==> config.mk <==
export PLATFORM = sky130hd
export DESIGN_NAME = wpms_cell
export DESIGN_NICKNAME = d
export VERILOG_FILES = /design/src/rtl/wpms_pkg.sv /design/src/rtl/wpms_cell.sv
export SDC_FILE = /design/constraint.sdc
export NUM_CORES = 1
export LEC_CHECK = 0
export BUFFER_PORTS_ARGS = -buffer_cell sky130_fd_sc_hd__buf_2
export CAP_MARGIN = 20
export CORE_ASPECT_RATIO = 0.8
export CORE_MARGIN = 2
export CORE_UTILIZATION = 60
export CTS_CLUSTER_SIZE = 10
export DETAILED_ROUTE_END_ITERATION = 16
export PLACE_DENSITY = 0.84
export RECOVER_POWER = 25
export SYNTH_ARGS = -nofsm -noshare
export SYNTH_HDL_FRONTEND = slang
export SYNTH_SLANG_ARGS = --single-unit
export TNS_END_PERCENT = 10
==> constraint.sdc <==
create_clock -name clk -period 14.2 [get_ports clk]
set_input_delay 1.42 -clock clk [delete_from_list [all_inputs] [get_ports clk]]
set_output_delay 1.42 -clock clk [all_outputs]
set_load 0.02 [all_outputs]
==> src/rtl/wpms_pkg.sv <==
// ----------------------------------------------------------------------------
// wpms_pkg - shared types and constants for the wildcard pattern matcher
// Opcodes, controller states, cell link records and default sizes.
// ----------------------------------------------------------------------------
package wpms_pkg;

	localparam int SYM_W           = 16;
	localparam int SCORE_W         = 30;
	localparam int SQ_W            = 2 * SYM_W;
	localparam int MAX_PATTERN_DEF = 64;
	localparam int MODULUS_DEF     = 998244353;
	localparam int SUM_W_DEF       = SQ_W + $clog2(MAX_PATTERN_DEF);

	typedef enum logic [1:0] {
		OP_LOAD  = 2'd0,
		OP_TEXT  = 2'd1,
		OP_FLUSH = 2'd2,
		OP_CLEAR = 2'd3
	} opcode_t;

	typedef enum logic [1:0] {
		ST_IDLE,
		ST_SETTLE,
		ST_REDUCE,
		ST_EMIT
	} state_t;

	// pattern symbol handed from cell to cell
	typedef struct packed {
		logic [SYM_W-1:0] value;
		logic             wild;
		logic             vld;
	} pat_t;

	// text symbol handed from cell to cell
	typedef struct packed {
		logic [SYM_W-1:0] value;
		logic             vld;
	} txt_t;

	// controls broadcast to every cell of the row
	typedef struct packed {
		logic pat_shift;
		logic pat_clear;
		logic txt_shift;
		logic txt_clear;
		logic txt_vld_in;
	} cell_ctrl_t;

endpackage

==> src/rtl/wpms_cell.sv <==
// ----------------------------------------------------------------------------
// wpms_cell - one position of the matcher row
// Holds one pattern symbol and one text symbol, squares their difference
// and adds it to the partial sum passed on to the next cell.
// ----------------------------------------------------------------------------
module wpms_cell #(
	parameter int SUM_W = wpms_pkg::SUM_W_DEF
) (
	input  logic                   clk,
	input  logic                   arst_n,
	input  wpms_pkg::cell_ctrl_t   ctrl,
	input  wpms_pkg::pat_t         pat_in,
	output wpms_pkg::pat_t         pat_out,
	input  wpms_pkg::txt_t         txt_in,
	output wpms_pkg::txt_t         txt_out,
	input  logic [SUM_W-1:0]       psum_in,
	output logic [SUM_W-1:0]       psum_out
);
	import wpms_pkg::*;

	logic [SYM_W-1:0] p_val_q;
	logic             p_wild_q;
	logic             p_vld_q;
	logic [SYM_W-1:0] t_val_q;
	logic             t_vld_q;
	logic [SYM_W-1:0] diff;
	logic             active;
	logic [SQ_W-1:0]  sq_q;
	logic [SUM_W-1:0] psum_q;

	always_ff @(posedge clk or negedge arst_n) begin
		if (!arst_n) begin
			p_vld_q <= 1'b0;
			t_vld_q <= 1'b0;
		end else begin
			if (ctrl.pat_clear) begin
				p_vld_q <= 1'b0;
			end else if (ctrl.pat_shift) begin
				p_vld_q <= pat_in.vld;
			end
			if (ctrl.txt_clear) begin
				t_vld_q <= 1'b0;
			end else if (ctrl.txt_shift) begin
				t_vld_q <= txt_in.vld;
			end
		end
	end

	always_ff @(posedge clk) begin
		if (ctrl.pat_shift) begin
			p_val_q  <= pat_in.value;
			p_wild_q <= pat_in.wild;
		end
		if (ctrl.txt_shift) begin
			t_val_q <= txt_in.value;
		end
		sq_q   <= active ? (SQ_W'(diff) * SQ_W'(diff)) : '0;
		psum_q <= psum_in + SUM_W'(sq_q);
	end

	// absolute difference; wildcards and empty slots add nothing
	assign diff   = (t_val_q >= p_val_q) ? (t_val_q - p_val_q) : (p_val_q - t_val_q);
	assign active = p_vld_q & t_vld_q & ~p_wild_q;

	assign pat_out  = {p_val_q, p_wild_q, p_vld_q};
	assign txt_out  = {t_val_q, t_vld_q};
	assign psum_out = psum_q;

endmodule

==> results of run 1 <==
## worst max-delay path by stage
stage	from	endpoint	slack, ns	depth (start not counted)
floorplan	t_val_q[0]	sq_q[31]	6.02	33
global placement	t_val_q[0]	sq_q[31]	5.05	31
detailed placement	t_val_q[0]	sq_q[31]	4.85	31
CTS	t_val_q[0]	sq_q[31]	4.87	33
global route	t_val_q[0]	sq_q[31]	4.32	33
finish	t_val_q[0]	sq_q[31]	4.75	33
## state kept, by name, indices dropped and copies added (netlist names)
signal,flops
psum_out,38
sq_q,31
t_vld_q,1
p_wild_q,1
p_val_q,16
p_vld_q,1
t_val_q,16
## logic make-up (layout without fill, tap and decap cells)
group	count (synthesis)	after routing	share of synthesized area (%)
AO/OA/AOI/OAI	274	274	13.6
buffers and inverters	320	445	9.85
AND/OR/NAND/NOR	334	334	11.5
multiplexers	12	12	1.04
flip-flops	104	104	18.2
XOR/XNOR	80	80	5.77
adder cells (fa/ha/maj)	327	327	40.1
## cells in the final DEF, fill, tap and decap left out, types with 7 or more instances in the layout
master / synthesis / final
xor2_1: 27 / 27
inv_1: 268 / 268
clkbuf_16: 0 / 9
dfxtp_1: 69 / 69
o21a_1: 17 / 17
nand2_1: 82 / 82
nand2b_1: 21 / 21
nor2_1: 134 / 134
nor2b_1: 8 / 8
nand2_2: 11 / 11
a21oi_1: 71 / 71
and3_1: 7 / 7
edfxtp_1: 33 / 33
nor3_1: 15 / 15
ha_1: 161 / 161
o21bai_1: 10 / 10
fa_1: 166 / 166
nand4_1: 13 / 13
nand3_1: 20 / 20
xnor2_1: 44 / 44
a21o_1: 40 / 40
a211oi_1: 12 / 12
buf_2: 13 / 147
o21ai_0: 58 / 58
## critical path, delay by kind of cell, from the launching register on
kind | cells | cell delay [ns]
fa+ha+maj | 9 | 3.97
compound gates | 9 | 2.06
simple gates | 7 | 1.51
xor+xnor | 2 | 0.77
buf+inv | 6 | 0.62
flops | 1 | 0.43
## cell type report
class	count	area (um2)
Clock inverter	7	91.3
Multi-Input combinational cell	1027	9590
Timing Repair Buffer	156	788
Clock buffer	9	225
Tap cell	300	375
Fill cell	1715	7170
Inverter	273	1020
Sequential cell	104	2420
## per-layer routing
metal	global-route usage, %	wire length, um	up-vias
met3	6.89	2820	72
met1	35.2	12900	4886
met5	0	0	-
met4	7.83	685	0
met2	44.5	13500	491
li1	-	-	4956
## stage by stage
stage / util [%] / setup slack, ns / std cells / area (um2) / hold slack (ns)
after floorplan: - / 6.02 / 1451 / 13300 / 0.420
after CTS: 67.0 / 4.87 / 1876 / 14500 / 0.468
after global routing: 66.9 / 4.32 / 1876 / 14500 / 0.472
after detailed placement: 65.5 / 4.85 / 1860 / 14200 / 0.448
after global placement: 65.5 / 5.05 / 1860 / 14200 / 0.425
final: 66.9 / 4.75 / 1876 / 14500 / 0.462
==> run_results.csv, run 1 <==
group,metric,value,unit
run_status,status,"complete, no violations",
clocking,path_clk_slew,0.08,ns
clocking,cts_buffer_depth,2,
worst_setup_path,critPathSlowestCell,"xor2_2",
grt,grt.total_usage,26.9,%
detailed_routing,first_pass_iters,5,
floorplan,die_area,23400,um2
detailed_routing,first_iter_violations,676,
cells_and_area,antenna_cells,0,
timing,setup_violations,0,
yosys,syn_inst,1451,
worst_setup_path,reg2regPathDepth,33,
worst_setup_path,critPathRequiredTime,14.50,ns
grt,grt_max_degree,28,
worst_setup_path,r2r-start,"t_val_q[0]",
floorplan,fp.dieH,137,um
floorplan,rows,48,
floorplan,io_pins,153,
worst_setup_path,cp_slowest_stage_delay,0.64,ns
timing,finalHoldViolations,0,
timing,rsz0062_at_grt,"no",
grt,antenna_found_initial,0,
clocking,holdBufCountCts,0,
yosys,yosysWarningCount,0,
clocking,cts_root_buf,"clkbuf_16",
yosys,synth_area_leader_cell,"fa_1",
worst_hold_path,whs_endpoint,"psum_out[0]",
place,placement.io_buffers,151,
timing,drv_slew,0,
worst_setup_path,r2r-end,"sq_q[31]",
worst_setup_path,cp-end-kind,"flop",
yosys,synth_edf_count,33,
job,maxCapViolations,0,
yosys,synth_commonest_cells,"268 x inv_1, 166 x fa_1, 161 x ha_1, 134 x nor2_1, 82 x nand2_1",
cells_and_area,nNetsFinal,1978,
yosys,synth_area,13300,um2
timing,worst_slew_pin_slew,1.08,ns
clocking,htree_levels,3,
clocking,clock_latency,0.37,ns
timing,period_needed,9.45,ns
timing,setup_tns,0,ns
clocking,cts_tree,"done",
detailed_routing,vias_per_cell,5.55,
clocking,cts_resized,0,
grt,grt_pass1_vias,10500,
detailed_routing,wl,30000,um
grt,overflow,0,
worst_hold_path,hp-start,"sq_q[0]",
detailed_routing,antenna_left,0,
yosys,ys_ff_latch,104,
yosys,async_flop_share,1.92,%
cells_and_area,syn2layout_area_growth,8.95,%
worst_setup_path,cp_common_cell,"fa_1",
yosys,syn_avg_cell_area,9.18,um2
detailed_routing,drcViolationCount,0,
clocking,post_cts_buffers,0,
yosys,netlist_top_cells_area,"fa_1 25%, ha_1 15%, dfxtp_1 10%",
worst_setup_path,reg2reg_setup_slack,4.75,ns
grt,grt_pass1_wl,50000,um
timing,relSlewSlack,27.7,%
worst_hold_path,min_path_cells,1,
cells_and_area,drive_gt1_share,13.9,%
worst_setup_path,crit_arrival,9.75,ns
yosys,synth-main-ff-cell,"dfxtp_1",
yosys,yosysMostFrequentCell,"inv_1",
timing,fin_crit_sh,66.5,%
detailed_routing,vias,10400,
place,gp_congestion,0.915,
yosys,synthDistinctLibCells,79,
timing,fmax,106,MHz
yosys,yosys.area.top_type_share,24.9,%
worst_setup_path,critical_path.max_fanout,18,
floorplan,coreArea,21700,um2
worst_setup_path,cp-start-kind,"flop",
clocking,cts.sinks,104,
floorplan,chipWidth,171,um
place,dp_hpwl,24000,um
clocking,cts_buffers,9,
detailed_routing,wl_per_cell,16.0,um
worst_setup_path,path_class,"reg2reg",
yosys,syn-num-nets,1858,
floorplan,initial_core_util,61.4,%
yosys,ys_seq_area_share,18.2,%
worst_hold_path,min_path_type,"reg2reg",
timing,final.setup_skew,0.00928,ns
Power of run 1 is not shown: default switching activity piles up to over one toggle a cycle in this logic, so the estimate is an artifact.
==> run 2, diff against run 1 <==
--- a/config.mk
+++ b/config.mk
@@ -5,14 +5,15 @@
 export SDC_FILE = /design/constraint.sdc
 export NUM_CORES = 1
 export LEC_CHECK = 0
+export ABC_AREA = 1
 export BUFFER_PORTS_ARGS = -buffer_cell sky130_fd_sc_hd__buf_2
 export CAP_MARGIN = 20
 export CORE_ASPECT_RATIO = 0.8
 export CORE_MARGIN = 2
-export CORE_UTILIZATION = 60
+export CORE_UTILIZATION = 56
 export CTS_CLUSTER_SIZE = 10
 export DETAILED_ROUTE_END_ITERATION = 16
-export PLACE_DENSITY = 0.84
+export PLACE_DENSITY = 0.82
 export RECOVER_POWER = 25
 export SYNTH_ARGS = -nofsm -noshare
 export SYNTH_HDL_FRONTEND = slang
==> constraint.sdc (replaced) <==
create_clock -name clk -period 8.31 [get_ports clk]
set_input_delay 0.831 -clock clk [delete_from_list [all_inputs] [get_ports clk]]
set_output_delay 0.831 -clock clk [all_outputs]
set_load 0.02 [all_outputs]
==> run_results.csv, run 2 <==
group,metric,value,unit
timing,setup_violations,0,
timing,finalHoldViolations,0,
worst_setup_path,critical_path.max_fanout,16,
floorplan,io_pins,153,
worst_setup_path,cp_common_cell,"fa_1",
clocking,cts_tree,"done",
grt,grt_max_degree,22,
timing,fmax,128,MHz
yosys,synth_area,14100,um2
timing,fin_crit_sh,93.9,%
worst_setup_path,critPathSlowestCell,"fa_1",
timing,drv_slew,0,
yosys,netlist_top_cells_area,"fa_1 24%, ha_1 14%, inv_1 9.9%",
yosys,yosysWarningCount,0,
clocking,cts_buffers,9,
grt,grt_pass1_wl,61600,um
cells_and_area,antenna_cells,0,
timing,rsz0062_at_grt,"no",
floorplan,die_area,26500,um2
yosys,ys_seq_area_share,17.2,%
floorplan,initial_core_util,57.5,%
place,dp_hpwl,31500,um
timing,worst_slew_pin_slew,1.28,ns
cells_and_area,nNetsFinal,2349,
worst_setup_path,cp-start-kind,"flop",
worst_setup_path,cp_slowest_stage_delay,0.55,ns
detailed_routing,drcViolationCount,0,
job,maxCapViolations,0,
place,gp_congestion,0.938,
timing,final.setup_skew,0.0164,ns
clocking,clock_latency,0.38,ns
detailed_routing,first_iter_violations,1114,
clocking,cts.sinks,104,
timing,relSlewSlack,14.4,%
detailed_routing,antenna_left,0,
clocking,path_clk_slew,0.08,ns
cells_and_area,multi_input_area,10000,um2
cells_and_area,layout_commonest_cell,"inv_1",
yosys,syn-num-nets,2193,
yosys,syn_inst,1786,
floorplan,rows,51,
cells_and_area,nFillCells,2187,
yosys,synthDistinctLibCells,50,
cells_and_area,largest_register_ffs,38,
worst_setup_path,critPathRequiredTime,8.57,ns
detailed_routing,vias,12200,
yosys,async_flop_share,1.92,%
place,placement.io_buffers,151,
yosys,synth-main-ff-cell,"dfxtp_1",
cells_and_area,syn2layout_area_growth,9.96,%
worst_setup_path,crit_arrival,8.07,ns
yosys,yosys.area.top_type_share,23.6,%
yosys,yosysMostFrequentCell,"inv_1",
clocking,cts_root_buf,"clkbuf_16",
detailed_routing,wl_per_cell,16.4,um
floorplan,chipWidth,181,um
yosys,syn_avg_cell_area,7.89,um2
clocking,cts_buffer_depth,2,
worst_setup_path,cp-end-kind,"flop",
yosys,ys_ff_latch,104,
worst_hold_path,min_path_type,"in2async",
cells_and_area,regArea,2420,um2
timing,period_needed,7.81,ns
yosys,synth_area_leader_cell,"fa_1",
cells_and_area,final_cell_mix,"371 x inv_1, 340 x nand2_1, 168 x nor2_1",
grt,grt.total_usage,29.3,%
detailed_routing,wl,37100,um
detailed_routing,vias_per_cell,5.41,
grt,antenna_found_initial,0,
run_status,status,"complete, no violations",
timing,setup_tns,0,ns
yosys,synth_edf_count,33,
worst_setup_path,path_class,"reg2reg",
yosys,synth_commonest_cells,"371 x inv_1, 340 x nand2_1, 168 x nor2_1, 166 x fa_1, 161 x ha_1",
cells_and_area,drive_gt1_share,13.4,%
grt,overflow,0,
floorplan,fp.dieH,146,um
clocking,holdBufCountCts,0,
clocking,htree_levels,3,
detailed_routing,first_pass_iters,5,
floorplan,coreArea,24500,um2
grt,grt_pass1_vias,12400,
run 2: cell count changes after synthesis, sizes merged, moves of 10 or more:
cell | previous run | this run
nand2 | 93 | 368
buf | 30 | 16
nor2 | 134 | 184
nand3 | 20 | 60
xnor2 | 50 | 22
inv | 273 | 391
xor2 | 30 | 41
nand2b | 21 | 0
a21o | 40 | 13
a21oi | 75 | 116
a211oi | 13 | 3
clkbuf | 17 | 4
run 2: kinds of logic (layout without fill, tap and decap cells):
logic type                 after synthesis  after routing  synth area share (%)
buffers and inverters                  411            572                  11.5
adders and majority gates              327            327                  37.9
xor gates and xnor gates                63             63                  3.92
DFF                                    104            104                  17.2
and+or+nand+nor                        640            640                  19.7
AOI/OAI and AO/OA                      241            241                  9.77
run 2: cell type report:
type / count / area share [%]
Sequential cell: 104 / 15.6
Clock inverter: 7 / 0.468
Inverter: 391 / 9.49
Tap cell: 318 / 2.57
Clock buffer: 9 / 1.45
Timing Repair Buffer: 165 / 5.53
Multi-Input combinational cell: 1271 / 64.9
run 2: per-stage QoR:
stage / instances / instance area (um2) / hold WS, ns / worst slack (ns) / util, %
after floorplan: 1786 / 14100 / 0.420 / 1.40 / -
after global placement: 2249 / 15200 / 0.427 / 0.690 / 62.0
after detailed placement: 2249 / 15200 / 0.433 / 0.537 / 62.0
after CTS: 2265 / 15500 / 0.216 / 0.510 / 63.2
after global routing: 2265 / 15500 / 0.223 / 0.0541 / 63.2
final: 2265 / 15500 / 0.226 / 0.505 / 63.2
run 2: what timing repair did:
item | CTS | global route
setup endpoints to repair | 0 | 5
gates resized for setup | 0 | 1
buffers inserted | 0 | 0
run 2: critical path: cells and delay by family, from the launching register on:
family	cells	cell delay, ns
fa+ha+maj	9	3.93
simple gates	11	1.47
compound gates	5	1.18
buf+inv	8	0.66
flops	1	0.42
run 2: path summary, 6_finish.rpt:
kind | depth (start not counted) | slack, ns | end | startpoint
max | 33 | 0.50 | sq_q[29] | t_val_q[0]
min | 1 | 0.23 | t_vld_q | arst_n
max reg2reg | 33 | 0.50 | sq_q[29] | t_val_q[0]
min reg2reg | 1 | 0.44 | psum_out[0] | sq_q[0]
max in group asynchronous | 1 | 7.96 | p_vld_q | arst_n
min in group clk | 1 | 0.44 | psum_out[0] | sq_q[0]
run 2: metal layers:
layer	vias up	wire, um	GRT usage, %
li1	5858	-	-
met1	5804	16600	42.6
met2	532	16200	44.2
met3	52	3730	6.31
met4	0	597	7.76
met5	-	0	0
Power of run 2 is left out for the same reason.
