$ cat src/rtl/wpms_pkg.sv
// ----------------------------------------------------------------------------
// wpms_pkg - shared types and constants for the wildcard pattern matcher
// Opcodes, controller states, cell link records and default sizes.
// ----------------------------------------------------------------------------
package wpms_pkg;

	localparam int SYM_W           = 16;
	localparam int SCORE_W         = 30;
	localparam int SQ_W            = 2 * SYM_W;
	localparam int MAX_PATTERN_DEF = 64;
	localparam int MODULUS_DEF     = 998244353;
	localparam int SUM_W_DEF       = SQ_W + $clog2(MAX_PATTERN_DEF);

	typedef enum logic [1:0] {
		OP_LOAD  = 2'd0,
		OP_TEXT  = 2'd1,
		OP_FLUSH = 2'd2,
		OP_CLEAR = 2'd3
	} opcode_t;

	typedef enum logic [1:0] {
		ST_IDLE,
		ST_SETTLE,
		ST_REDUCE,
		ST_EMIT
	} state_t;

	// pattern symbol handed from cell to cell
	typedef struct packed {
		logic [SYM_W-1:0] value;
		logic             wild;
		logic             vld;
	} pat_t;

	// text symbol handed from cell to cell
	typedef struct packed {
		logic [SYM_W-1:0] value;
		logic             vld;
	} txt_t;

	// controls broadcast to every cell of the row
	typedef struct packed {
		logic pat_shift;
		logic pat_clear;
		logic txt_shift;
		logic txt_clear;
		logic txt_vld_in;
	} cell_ctrl_t;

endpackage

$ cat src/rtl/wpms_ctrl.sv
// ----------------------------------------------------------------------------
// wpms_ctrl - request sequencer and result register
// Decodes requests, drives the cell row, paces each score through the row
// and the modulo unit, and holds the result until it is taken.
// ----------------------------------------------------------------------------
module wpms_ctrl #(
	parameter int MAX_PATTERN = wpms_pkg::MAX_PATTERN_DEF
) (
	input  logic                         clk,
	input  logic                         arst_n,
	input  logic                         in_valid,
	output logic                         in_ready,
	input  logic [1:0]                   opcode,
	output logic                         out_valid,
	input  logic                         out_ready,
	output logic [wpms_pkg::SCORE_W-1:0] score,
	output logic                         is_match,
	output logic                         last_of_run,
	output wpms_pkg::cell_ctrl_t         cell_ctrl,
	output logic                         mod_start,
	input  logic                         mod_busy,
	input  logic [wpms_pkg::SCORE_W-1:0] mod_score,
	input  logic                         mod_zero
);
	import wpms_pkg::*;

	localparam int MW = $clog2(MAX_PATTERN + 1);
	localparam int SW = $clog2(MAX_PATTERN + 2);
	localparam logic [MW-1:0] M_FULL      = MW'(MAX_PATTERN);
	localparam logic [MW-1:0] M_ONE       = MW'(1);
	localparam logic [SW-1:0] SETTLE_DONE = SW'(MAX_PATTERN + 1);

	state_t             state_q;
	state_t             state_d;
	logic [MW-1:0]      m_q;
	logic [MW-1:0]      left_q;
	logic [SW-1:0]      settle_q;
	logic               seen_q;
	logic               flushing_q;
	logic               out_valid_q;
	logic [SCORE_W-1:0] score_q;
	logic               match_q;
	logic               last_q;
	logic               accept;
	logic               out_free;
	logic               out_load;
	logic               flush_go;

	assign in_ready = (state_q == ST_IDLE);
	assign accept   = in_valid & in_ready;
	assign out_free = ~out_valid_q | out_ready;
	assign flush_go = seen_q & (m_q > M_ONE);

	// next state
	always_comb begin
		state_d = state_q;
		case (state_q)
			ST_IDLE: begin
				if (in_valid) begin
					case (opcode)
						OP_TEXT:  if (m_q != '0) state_d = ST_SETTLE;
						OP_FLUSH: if (flush_go) state_d = ST_SETTLE;
						default:  state_d = ST_IDLE;
					endcase
				end
			end
			ST_SETTLE: begin
				if (settle_q == SETTLE_DONE) state_d = ST_REDUCE;
			end
			ST_REDUCE: begin
				if (!mod_busy) state_d = ST_EMIT;
			end
			ST_EMIT: begin
				if (out_free) state_d = (left_q > M_ONE) ? ST_SETTLE : ST_IDLE;
			end
			default: state_d = ST_IDLE;
		endcase
	end

	// outputs
	always_comb begin
		cell_ctrl = '0;
		mod_start = 1'b0;
		out_load  = 1'b0;
		case (state_q)
			ST_IDLE: begin
				if (accept) begin
					case (opcode)
						OP_LOAD: cell_ctrl.pat_shift = (m_q < M_FULL);
						OP_TEXT: begin
							cell_ctrl.txt_shift  = 1'b1;
							cell_ctrl.txt_vld_in = 1'b1;
						end
						OP_FLUSH: begin
							// first partial overlap: push an empty slot
							cell_ctrl.txt_shift = flush_go;
							cell_ctrl.txt_clear = ~flush_go;
						end
						default: begin
							cell_ctrl.pat_clear = 1'b1;
							cell_ctrl.txt_clear = 1'b1;
						end
					endcase
				end
			end
			ST_SETTLE: mod_start = (settle_q == SETTLE_DONE);
			ST_REDUCE: mod_start = 1'b0;
			ST_EMIT: begin
				out_load            = out_free;
				cell_ctrl.txt_shift = out_free & (left_q > M_ONE);
				cell_ctrl.txt_clear = out_free & (left_q <= M_ONE) & flushing_q;
			end
			default: mod_start = 1'b0;
		endcase
	end

	always_ff @(posedge clk or negedge arst_n) begin
		if (!arst_n) begin
			state_q     <= ST_IDLE;
			m_q         <= '0;
			left_q      <= '0;
			settle_q    <= '0;
			seen_q      <= 1'b0;
			flushing_q  <= 1'b0;
			out_valid_q <= 1'b0;
		end else begin
			state_q <= state_d;

			if (cell_ctrl.pat_clear) begin
				m_q <= '0;
			end else if (cell_ctrl.pat_shift) begin
				m_q <= m_q + 1'b1;
			end

			if (cell_ctrl.txt_clear) begin
				seen_q <= 1'b0;
			end else if (accept && opcode == OP_TEXT) begin
				seen_q <= 1'b1;
			end

			if (accept && opcode == OP_TEXT) begin
				left_q     <= M_ONE;
				flushing_q <= 1'b0;
			end else if (accept && opcode == OP_FLUSH) begin
				left_q     <= m_q - 1'b1;
				flushing_q <= 1'b1;
			end else if (out_load) begin
				left_q <= left_q - 1'b1;
			end

			if (state_q != ST_SETTLE) begin
				settle_q <= '0;
			end else begin
				settle_q <= settle_q + 1'b1;
			end

			if (out_load) begin
				out_valid_q <= 1'b1;
			end else if (out_ready) begin
				out_valid_q <= 1'b0;
			end
		end
	end

	always_ff @(posedge clk) begin
		if (out_load) begin
			score_q <= mod_score;
			match_q <= mod_zero;
			last_q  <= (left_q <= M_ONE);
		end
	end

	assign out_valid   = out_valid_q;
	assign score       = score_q;
	assign is_match    = match_q;
	assign last_of_run = last_q;

endmodule

$ cat config.mk
export PLATFORM = sky130hd
export DESIGN_NAME = wpms_ctrl
export DESIGN_NICKNAME = d
export VERILOG_FILES = /design/src/rtl/wpms_pkg.sv /design/src/rtl/wpms_ctrl.sv
export SDC_FILE = /design/constraint.sdc
export NUM_CORES = 1
export LEC_CHECK = 0
export BUFFER_PORTS_ARGS = -buffer_cell sky130_fd_sc_hd__buf_2
export CORE_MARGIN = 2
export CORE_UTILIZATION = 45
export CTS_BUF_LIST = sky130_fd_sc_hd__clkbuf_4 sky130_fd_sc_hd__clkbuf_8
export DETAILED_ROUTE_END_ITERATION = 10
export HOLD_SLACK_MARGIN = 0.12
export MAX_ROUTING_LAYER = met4
export PLACE_DENSITY = 0.71
export SETUP_SLACK_MARGIN = 0.3
export SYNTH_ARGS = -nofsm -noshare
export SYNTH_HDL_FRONTEND = slang
export SYNTH_SLANG_ARGS = --single-unit
$ cat constraint.sdc
create_clock -name clk -period 3 [get_ports clk]
set_input_delay 0.15 -clock clk [delete_from_list [all_inputs] [get_ports clk]]
set_output_delay 0.15 -clock clk [all_outputs]
set_load 0.01 [all_outputs]
==> impl_metrics.py, run 1 <==
metrics = {
    "synthesis": {
        "synth_warnings": 0,
        "syn_area_per_cell_um2": 12.4,
        "synthTopCellsByArea": "edfxtp_1 (37%), dfrtp_1 (25%), ha_1 (7.7%), nor2_1 (4.5%), xor2_1 (3.7%)",
        "syn_area_um2": 2610,
        "synth_top_area_frac": 0.368,
        "synth_edf_count": 32,
        "synth_nets": 265,
        "syn_inst": 211,
        "yosysUniqueCellTypes": 42,
        "seq_area_frac_synth": 0.618,
        "synth_ff_type": "edfxtp_1",
        "async_reset_ff_frac": 0.448,
        "synth_seq_cells": 58,
        "synth_area_leader_cell": "edfxtp_1",
    },
    "critical_path": {
        "cp_cell_sequence": "or4_4, o31a_1, a21oi_1, o32ai_1, buf_2",
        "cp.arrival_ns": 2.04,
        "crit_required_ns": 2.85,
        "crit_type": "flip-flop to primary output",
        "slowest_stage": "or4_4",
        "crit_path_end_kind": "primary output",
        "slowest_delay_ns": 0.56,
        "path_max_fanout": 7,
        "worst_setup_path_start_kind": "flip-flop",
    },
    "finish": {
        "layout_commonest_cell": "buf_2",
        "drive_above_1_share": 0.292,
        "fill_cells": 413,
        "final_util": 0.651,
        "stdcell_count": 404,
        "synthToLayoutAreaGrowth_pct": 38.2,
        "n_antenna_cell": 0,
        "mostFrequentLayoutCells": "buf_2 (77), dlygate4sd3_1 (32), edfxtp_1 (32)",
        "final_nets": 381,
        "final_area_um2": 3600,
    },
    "sta": {
        "period_needed_ns": 2.19,
        "fin_setup_tns_ns": 0,
        "rsz0062_at_grt": "false",
        "worstMarginPinSlew_ns": 0.562,
        "max_freq_mhz": 456,
        "skew_ns": 0.00588,
        "finalHoldViolations": 0,
        "relSlewSlack": 0.626,
        "finalSetupViolCount": 0,
        "fin_crit_sh": 0.731,
        "drv_slew": 0,
    },
    "detailed_routing": {
        "drcViolationCount": 0,
        "finalWirelength_mm": 5.67,
        "viasPerCell": 4.83,
        "wl_per_cell_um": 14.0,
        "first_pass_iters": 4,
        "num_vias": 1951,
        "antenna_left": 0,
        "drt_iter0_markers": 61,
    },
    "floorplanning": {
        "io_pins": 78,
        "die_w_um": 80.1,
        "design.core.area_um2": 5540,
        "rows": 27,
        "dieArea_um2": 6420,
        "die_h_um": 80.1,
        "initial_utilization": 0.471,
    },
    "clock_tree": {
        "cts-buffers-inserted": 9,
        "clock_path_buffers": 2,
        "clkTransAtPathRegs_ns": 0.07,
        "insertion_delay_ns": 0.32,
        "htree_num_levels": 3,
        "cts_tree": "done",
        "root_buffer": "clkbuf_8",
        "cts_resized": 0,
        "cts.sinks": 58,
    },
    "power": {
        "p_leak_uw": 0.00163,
        "ir_drop_v": 0.000485,
        "powerDensity_nw_per_um2": 829,
    },
    "grt": {
        "grt_max_degree": 27,
        "first_global_vias": 1985,
        "antenna_found_initial": 0,
        "grt_use_total": 0.194,
        "grt_pass1_wl_mm": 9.23,
        "gr-total-overflow": 0,
    },
    "place": {
        "io_buffers": 77,
        "dp_hpwl_mm": 3.61,
        "finalWeightedCongestion": 0.869,
        "dpl_cell_area_um2": 3070,
        "dp.cells": 356,
    },
    "flow_run": {
        "cap_violations": 0,
    },
    "outcome": {
        "status": "finished clean",
    },
    "worst_hold_path": {
        "min_path_type": "input pin to flip-flop",
    },
}
## final timing paths
kind | from | endpoint | slack, ns | cells past startpoint
worst max register to register | m_q[3]$_DFFE_PN0P_ | state_q[1]$_DFFE_PN0P_ | 0.99 | 4
worst min-delay path | out_ready | out_valid$_DFFE_PN0P_ | 0.15 | 3
min in group asynchronous | arst_n | settle_q[0]$_DFF_PN0_ | 0.35 | 2
worst max-delay path | m_q[3]$_DFFE_PN0P_ | cell_ctrl[2] | 0.81 | 5
worst min register to register | settle_q[0]$_DFF_PN0_ | settle_q[0]$_DFF_PN0_ | 0.51 | 1
max in group asynchronous | arst_n | m_q[0]$_DFFE_PN0P_ | 2.27 | 2
## power breakdown
group / switching, µW / internal (µW) / total (µW)
registers: 145 / 1110 / 1260
logic: 555 / 418 / 973
clock network: 288 / 471 / 759
total: 987 / 2000 / 2990
## cells by family (layout without fill, tap and decap cells)
logic type	Yosys count	count (layout)	synth area share
adders and majority gates	16	16	0.0767
AOI/OAI and AO/OA	25	25	0.0724
buffers and inverters	19	140	0.0278
DFF	58	58	0.618
muxes	2	2	0.00815
xor gates and xnor gates	19	19	0.0638
and+or+nand+nor	72	72	0.133
## state kept, by name (all words and copies together), names as in the netlist
register / flops
left_q: 7
last_of_run: 1
is_match: 1
settle_q: 7
state_q: 2
out_valid: 1
score: 30
m_q: 7
seen_q: 1
flushing_q: 1
## synth_stat cells (all sizes together) (2+ instances only)
cell	count
o21ai	4
nand3	7
xnor2	8
or3	2
nand2	13
xor2	11
dfrtp	26
nand2b	3
and3	4
edfxtp	32
or4	3
a21oi	3
o31a	2
inv	14
ha	16
nor2	31
nor4	3
a211oi	4
clkbuf	4
o21ba	2
## critical path, delay by kind of cell (launching register included)
| family | cells | cell delay [ns] |
|---|---|---|
| buffers and inverters | 1 | 0.15 |
| AND/OR/NAND/NOR | 1 | 0.56 |
| AO/OA/AOI/OAI | 3 | 0.55 |
| flip-flops | 1 | 0.46 |
## repair_timing
item | CTS | global route
hold buffers | 32 | 0
buffers inserted | 0 | 0
endpoints found under the hold margin | 57 | 0
## cell type report
cell class	count	area (µm²)	share of cell area
Clock buffer	10	131	0.0364
Clock inverter	6	81.3	0.0226
Tap cell	72	90.1	0.0250
Sequential cell	58	1610	0.447
Inverter	14	52.6	0.0146
Multi-Input combinational cell	134	925	0.257
Timing Repair Buffer	110	713	0.198
## stage by stage
step	hold WS (ns)	power [µW]	setup slack (ns)
after CTS	0.141	3000	0.799
after global placement	0.179	2180	1.05
after floorplan	-0.146	1890	1.08
final	0.153	2990	0.806
after detailed placement	0.180	2200	1.01
after global routing	0.188	3210	0.707
## per-layer routing
layer  share of wire  global-route usage
met4           0.017              0.0763
met2            0.47               0.330
met1            0.44               0.222
met3           0.074              0.0461
met5               0                   -
(Power assumes the default switching activity.)
==> run 2, diff against run 1 <==
--- a/config.mk
+++ b/config.mk
@@ -5,6 +5,7 @@
 export SDC_FILE = /design/constraint.sdc
 export NUM_CORES = 1
 export LEC_CHECK = 0
+export ABC_AREA = 1
 export BUFFER_PORTS_ARGS = -buffer_cell sky130_fd_sc_hd__buf_2
 export CORE_MARGIN = 2
 export CORE_UTILIZATION = 45
@@ -12,7 +13,7 @@
 export DETAILED_ROUTE_END_ITERATION = 10
 export HOLD_SLACK_MARGIN = 0.12
 export MAX_ROUTING_LAYER = met4
-export PLACE_DENSITY = 0.71
+export PLACE_DENSITY = 0.73
 export SETUP_SLACK_MARGIN = 0.3
 export SYNTH_ARGS = -nofsm -noshare
 export SYNTH_HDL_FRONTEND = slang
==> constraint.sdc (replaced) <==
create_clock -name clk -period 1.84 [get_ports clk]
set_input_delay 0.092 -clock clk [delete_from_list [all_inputs] [get_ports clk]]
set_output_delay 0.092 -clock clk [all_outputs]
set_load 0.01 [all_outputs]
==> run 2 against run 1 <==
  * Combinational power rose to 2.8 times the previous value
  * Total power up 110%
  * Synthesized cell count up 36%
  * Clock skew grew 0.0016 ns
  * Count of clock-buffer cells in the layout is 1 lower
  * Worst hold slack improved by 0.10 ns
  * Area after synthesis increased by 6.5%
  * Largest power group is now combinational logic
==> impl_metrics.py, run 2 <==
metrics = {
    "outcome": {
        "status": "finished clean",
    },
    "critical_path": {
        "path_max_fanout": 4,
        "r2r-start": "m_q[1]$_DFFE_PN0P_",
        "path_depth": 9,
        "slowest_delay_ns": 0.46,
        "worst_setup_path_start_kind": "flip-flop",
        "cp_cell_sequence": "ha_4, inv_2, nand2_2, nand2_2, nand3_2, nand2_2, nand3_2, a21oi_2, buf_2",
        "critPathTopFamily": "flip-flops",
        "r2r_setup_slack_ns": 0.24,
        "cp.arrival_ns": 1.69,
        "setup.worst_path.start": "m_q[0]$_DFFE_PN0P_",
        "crit_type": "flip-flop to primary output",
        "crit_end": "cell_ctrl[2]",
        "timing.rr.end": "state_q[1]$_DFFE_PN0P_",
        "crit_required_ns": 1.75,
        "crit_buf_inv": 2,
        "crit_top_cell": "nand2_2",
        "rr_worst_depth": 12,
        "slowest_stage": "dfrtp_2",
        "crit_path_end_kind": "primary output",
    },
    "synthesis": {
        "syn_area_um2": 2780,
        "synthTopCellsByCount": "nand2_1 (58), inv_1 (41), edfxtp_1 (32)",
        "synth_nets": 342,
        "synth_ff_type": "edfxtp_1",
        "syn_area_per_cell_um2": 9.65,
        "yosysUniqueCellTypes": 28,
        "async_reset_ff_frac": 0.448,
        "seq_area_frac_synth": 0.580,
        "synth_area_leader_cell": "edfxtp_1",
        "yosysMostFrequentCell": "nand2_1",
        "synth_top_area_frac": 0.346,
        "synthTopCellsByArea": "edfxtp_1 (35%), dfrtp_1 (23%), nand2_1 (7.8%), ha_1 (7.2%), inv_1 (5.5%)",
        "synth_seq_cells": 58,
        "syn_inst": 288,
        "synth_edf_count": 32,
        "synth_warnings": 0,
    },
    "sta": {
        "holdWs_ns": 0.254,
        "fin_crit_sh": 0.971,
        "max_freq_mhz": 560,
        "finalSetupViolCount": 0,
        "skew_ns": 0.00748,
        "worstMarginPinSlew_ns": 0.605,
        "relSlewSlack": 0.597,
        "finalHoldViolations": 0,
        "drv_slew": 0,
        "rsz0062_at_grt": "true",
        "period_needed_ns": 1.79,
    },
    "detailed_routing": {
        "finalWirelength_mm": 7.13,
        "num_vias": 2540,
        "wl_per_cell_um": 13.8,
        "drcViolationCount": 0,
        "first_pass_iters": 5,
        "antenna_left": 0,
        "drt_iter0_markers": 139,
        "viasPerCell": 4.91,
    },
    "clock_tree": {
        "cts_tree": "done",
        "clkTransAtPathRegs_ns": 0.07,
        "htree_num_levels": 3,
        "insertion_delay_ns": 0.34,
        "cts-buffers-inserted": 9,
        "cts.sinks": 58,
        "clock_path_buffers": 2,
        "root_buffer": "clkbuf_8",
    },
    "power": {
        "pwr-share-seq": 0.316,
        "ir_drop_v": 0.00134,
        "combPwrFrac": 0.434,
        "net-switching-power_uw": 2260,
        "intPower_uw": 3960,
        "powerDensity_nw_per_um2": 1430,
        "p_leak_uw": 0.00201,
        "swShare": 0.363,
        "pwr-share-clk": 0.250,
    },
    "finish": {
        "seq_area_um2": 1610,
        "final_nets": 491,
        "fill_cells": 401,
        "mostFrequentLayoutCells": "buf_2 (76), nand2_1 (47), dlygate4sd3_1 (33)",
        "drive_above_1_share": 0.430,
        "largest_register_ffs": 30,
        "n_antenna_cell": 0,
        "synthToLayoutAreaGrowth_pct": 56.3,
        "final_area_um2": 4340,
        "multi_input_area_um2": 1230,
        "layout_commonest_cell": "buf_2",
    },
    "grt": {
        "grt_max_degree": 33,
        "grt_use_total": 0.222,
        "gr-total-overflow": 0,
        "antenna_found_initial": 0,
        "first_global_vias": 2334,
        "grt_pass1_wl_mm": 10.6,
    },
    "place": {
        "dpl_cell_area_um2": 3340,
        "dp_hpwl_mm": 4.33,
        "io_buffers": 77,
        "finalWeightedCongestion": 0.909,
    },
    "floorplanning": {
        "die_w_um": 82.6,
        "dieArea_um2": 6820,
        "io_pins": 78,
        "design.core.area_um2": 5960,
        "rows": 28,
        "die_h_um": 82.6,
        "initial_utilization": 0.467,
    },
    "worst_hold_path": {
        "whs_path_depth": 7,
        "min_path_type": "input pin to flip-flop",
    },
    "flow_run": {
        "cap_violations": 0,
    },
}
[run 2: cell types whose count changed after synthesis, sizes merged, moves of 4 or more]
cell    delta
a21oi     +12
a211oi     -4
xor2      -10
inv       +29
o21ai     +13
nor3       +5
clkbuf     -4
nand3     +21
xnor2      -8
nand2     +47
[run 2: stage by stage]
stage | TNS (ns) | instances | total power (µW) | util | setup WS [ns]
global route | -0.0147 | 517 | 6640 | 0.729 | -0.0147
detailed placement | 0 | 444 | 3860 | 0.561 | 0.169
finish | 0 | 517 | 6220 | 0.729 | 0.0537
floorplan | 0 | 288 | 3240 | - | 0.288
CTS | 0 | 503 | 5720 | 0.682 | 0.0760
global placement | 0 | 444 | 3810 | 0.561 | 0.254
[run 2: cell families after synthesis]
| logic type | after synthesis | synth area share |
|---|---|---|
| flip-flops | 58 | 0.580 |
| adder cells (fa/ha/maj) | 16 | 0.0720 |
| AO/OA/AOI/OAI | 37 | 0.0716 |
| AND/OR/NAND/NOR | 132 | 0.213 |
| XOR/XNOR | 1 | 0.00315 |
| buffers and inverters | 44 | 0.0599 |
[run 2: cell type report]
| class | count | share of cell area |
|---|---|---|
| flip-flops and latches | 58 | 0.372 |
| well taps | 75 | 0.0216 |
| inverters | 44 | 0.0412 |
| repair buffers | 138 | 0.221 |
| clock inverters | 7 | 0.0323 |
| multi-input cells | 186 | 0.284 |
| clock buffers | 9 | 0.0285 |
[run 2: how the worst min path moves through the flow]
stage	endpoint	slack, ns	from
6_report	state_q[0]$_DFFE_PN0P_	0.25	mod_busy
5_1_grt	m_q[6]$_DFFE_PN0P_	0.27	in_valid
4_1_cts	state_q[1]$_DFFE_PN0P_	0.19	mod_busy
3_5_place_dp	settle_q[0]$_DFF_PN0_	0.13	arst_n
3_3_place_gp	settle_q[0]$_DFF_PN0_	0.13	arst_n
2_1_floorplan	flushing_q$_DFFE_PN0P_	-0.20	arst_n
[run 2: metal layers]
layer  track usage  vias up  wire length (µm)  part of all wire
met2         0.361       97              3570              0.50
met1         0.265     1179              3030              0.42
met4        0.0984        0               131             0.018
met5             -        -                 0                 0
met3        0.0500       12               400             0.056
li1              -     1252                 -                 -
[run 2: what timing repair did]
item | in CTS | in global routing
hold buffers | 33 | 0
pin swaps | 6 | 16
endpoints found under the setup margin | 16 | 17
resized for setup | 24 | 52
gates cloned | 0 | 0
setup buffers | 10 | 14
hold endpoints to repair | 58 | 0
[run 2: worst register-to-register path, stage by stage, from the launching register on]
cell,delay (ns)
dfrtp_1,0.38
inv_2,0.08
buf_4,0.14
buf_6,0.12
ha_4,0.15
nand3_1,0.08
nor2_1,0.05
nand3_1,0.07
nand2_1,0.05
nor2_1,0.09
nand3_1,0.11
nand2_1,0.10
nand2_1,0.07
[run 2: power groups by stage]
stage,sequential (µW),combinational (µW),clock [µW]
floorplan,2000,1240,0
global placement,1930,1880,0
detailed placement,1940,1920,0
CTS,1920,2210,1590
global route,2000,3000,1640
finish,1960,2700,1550
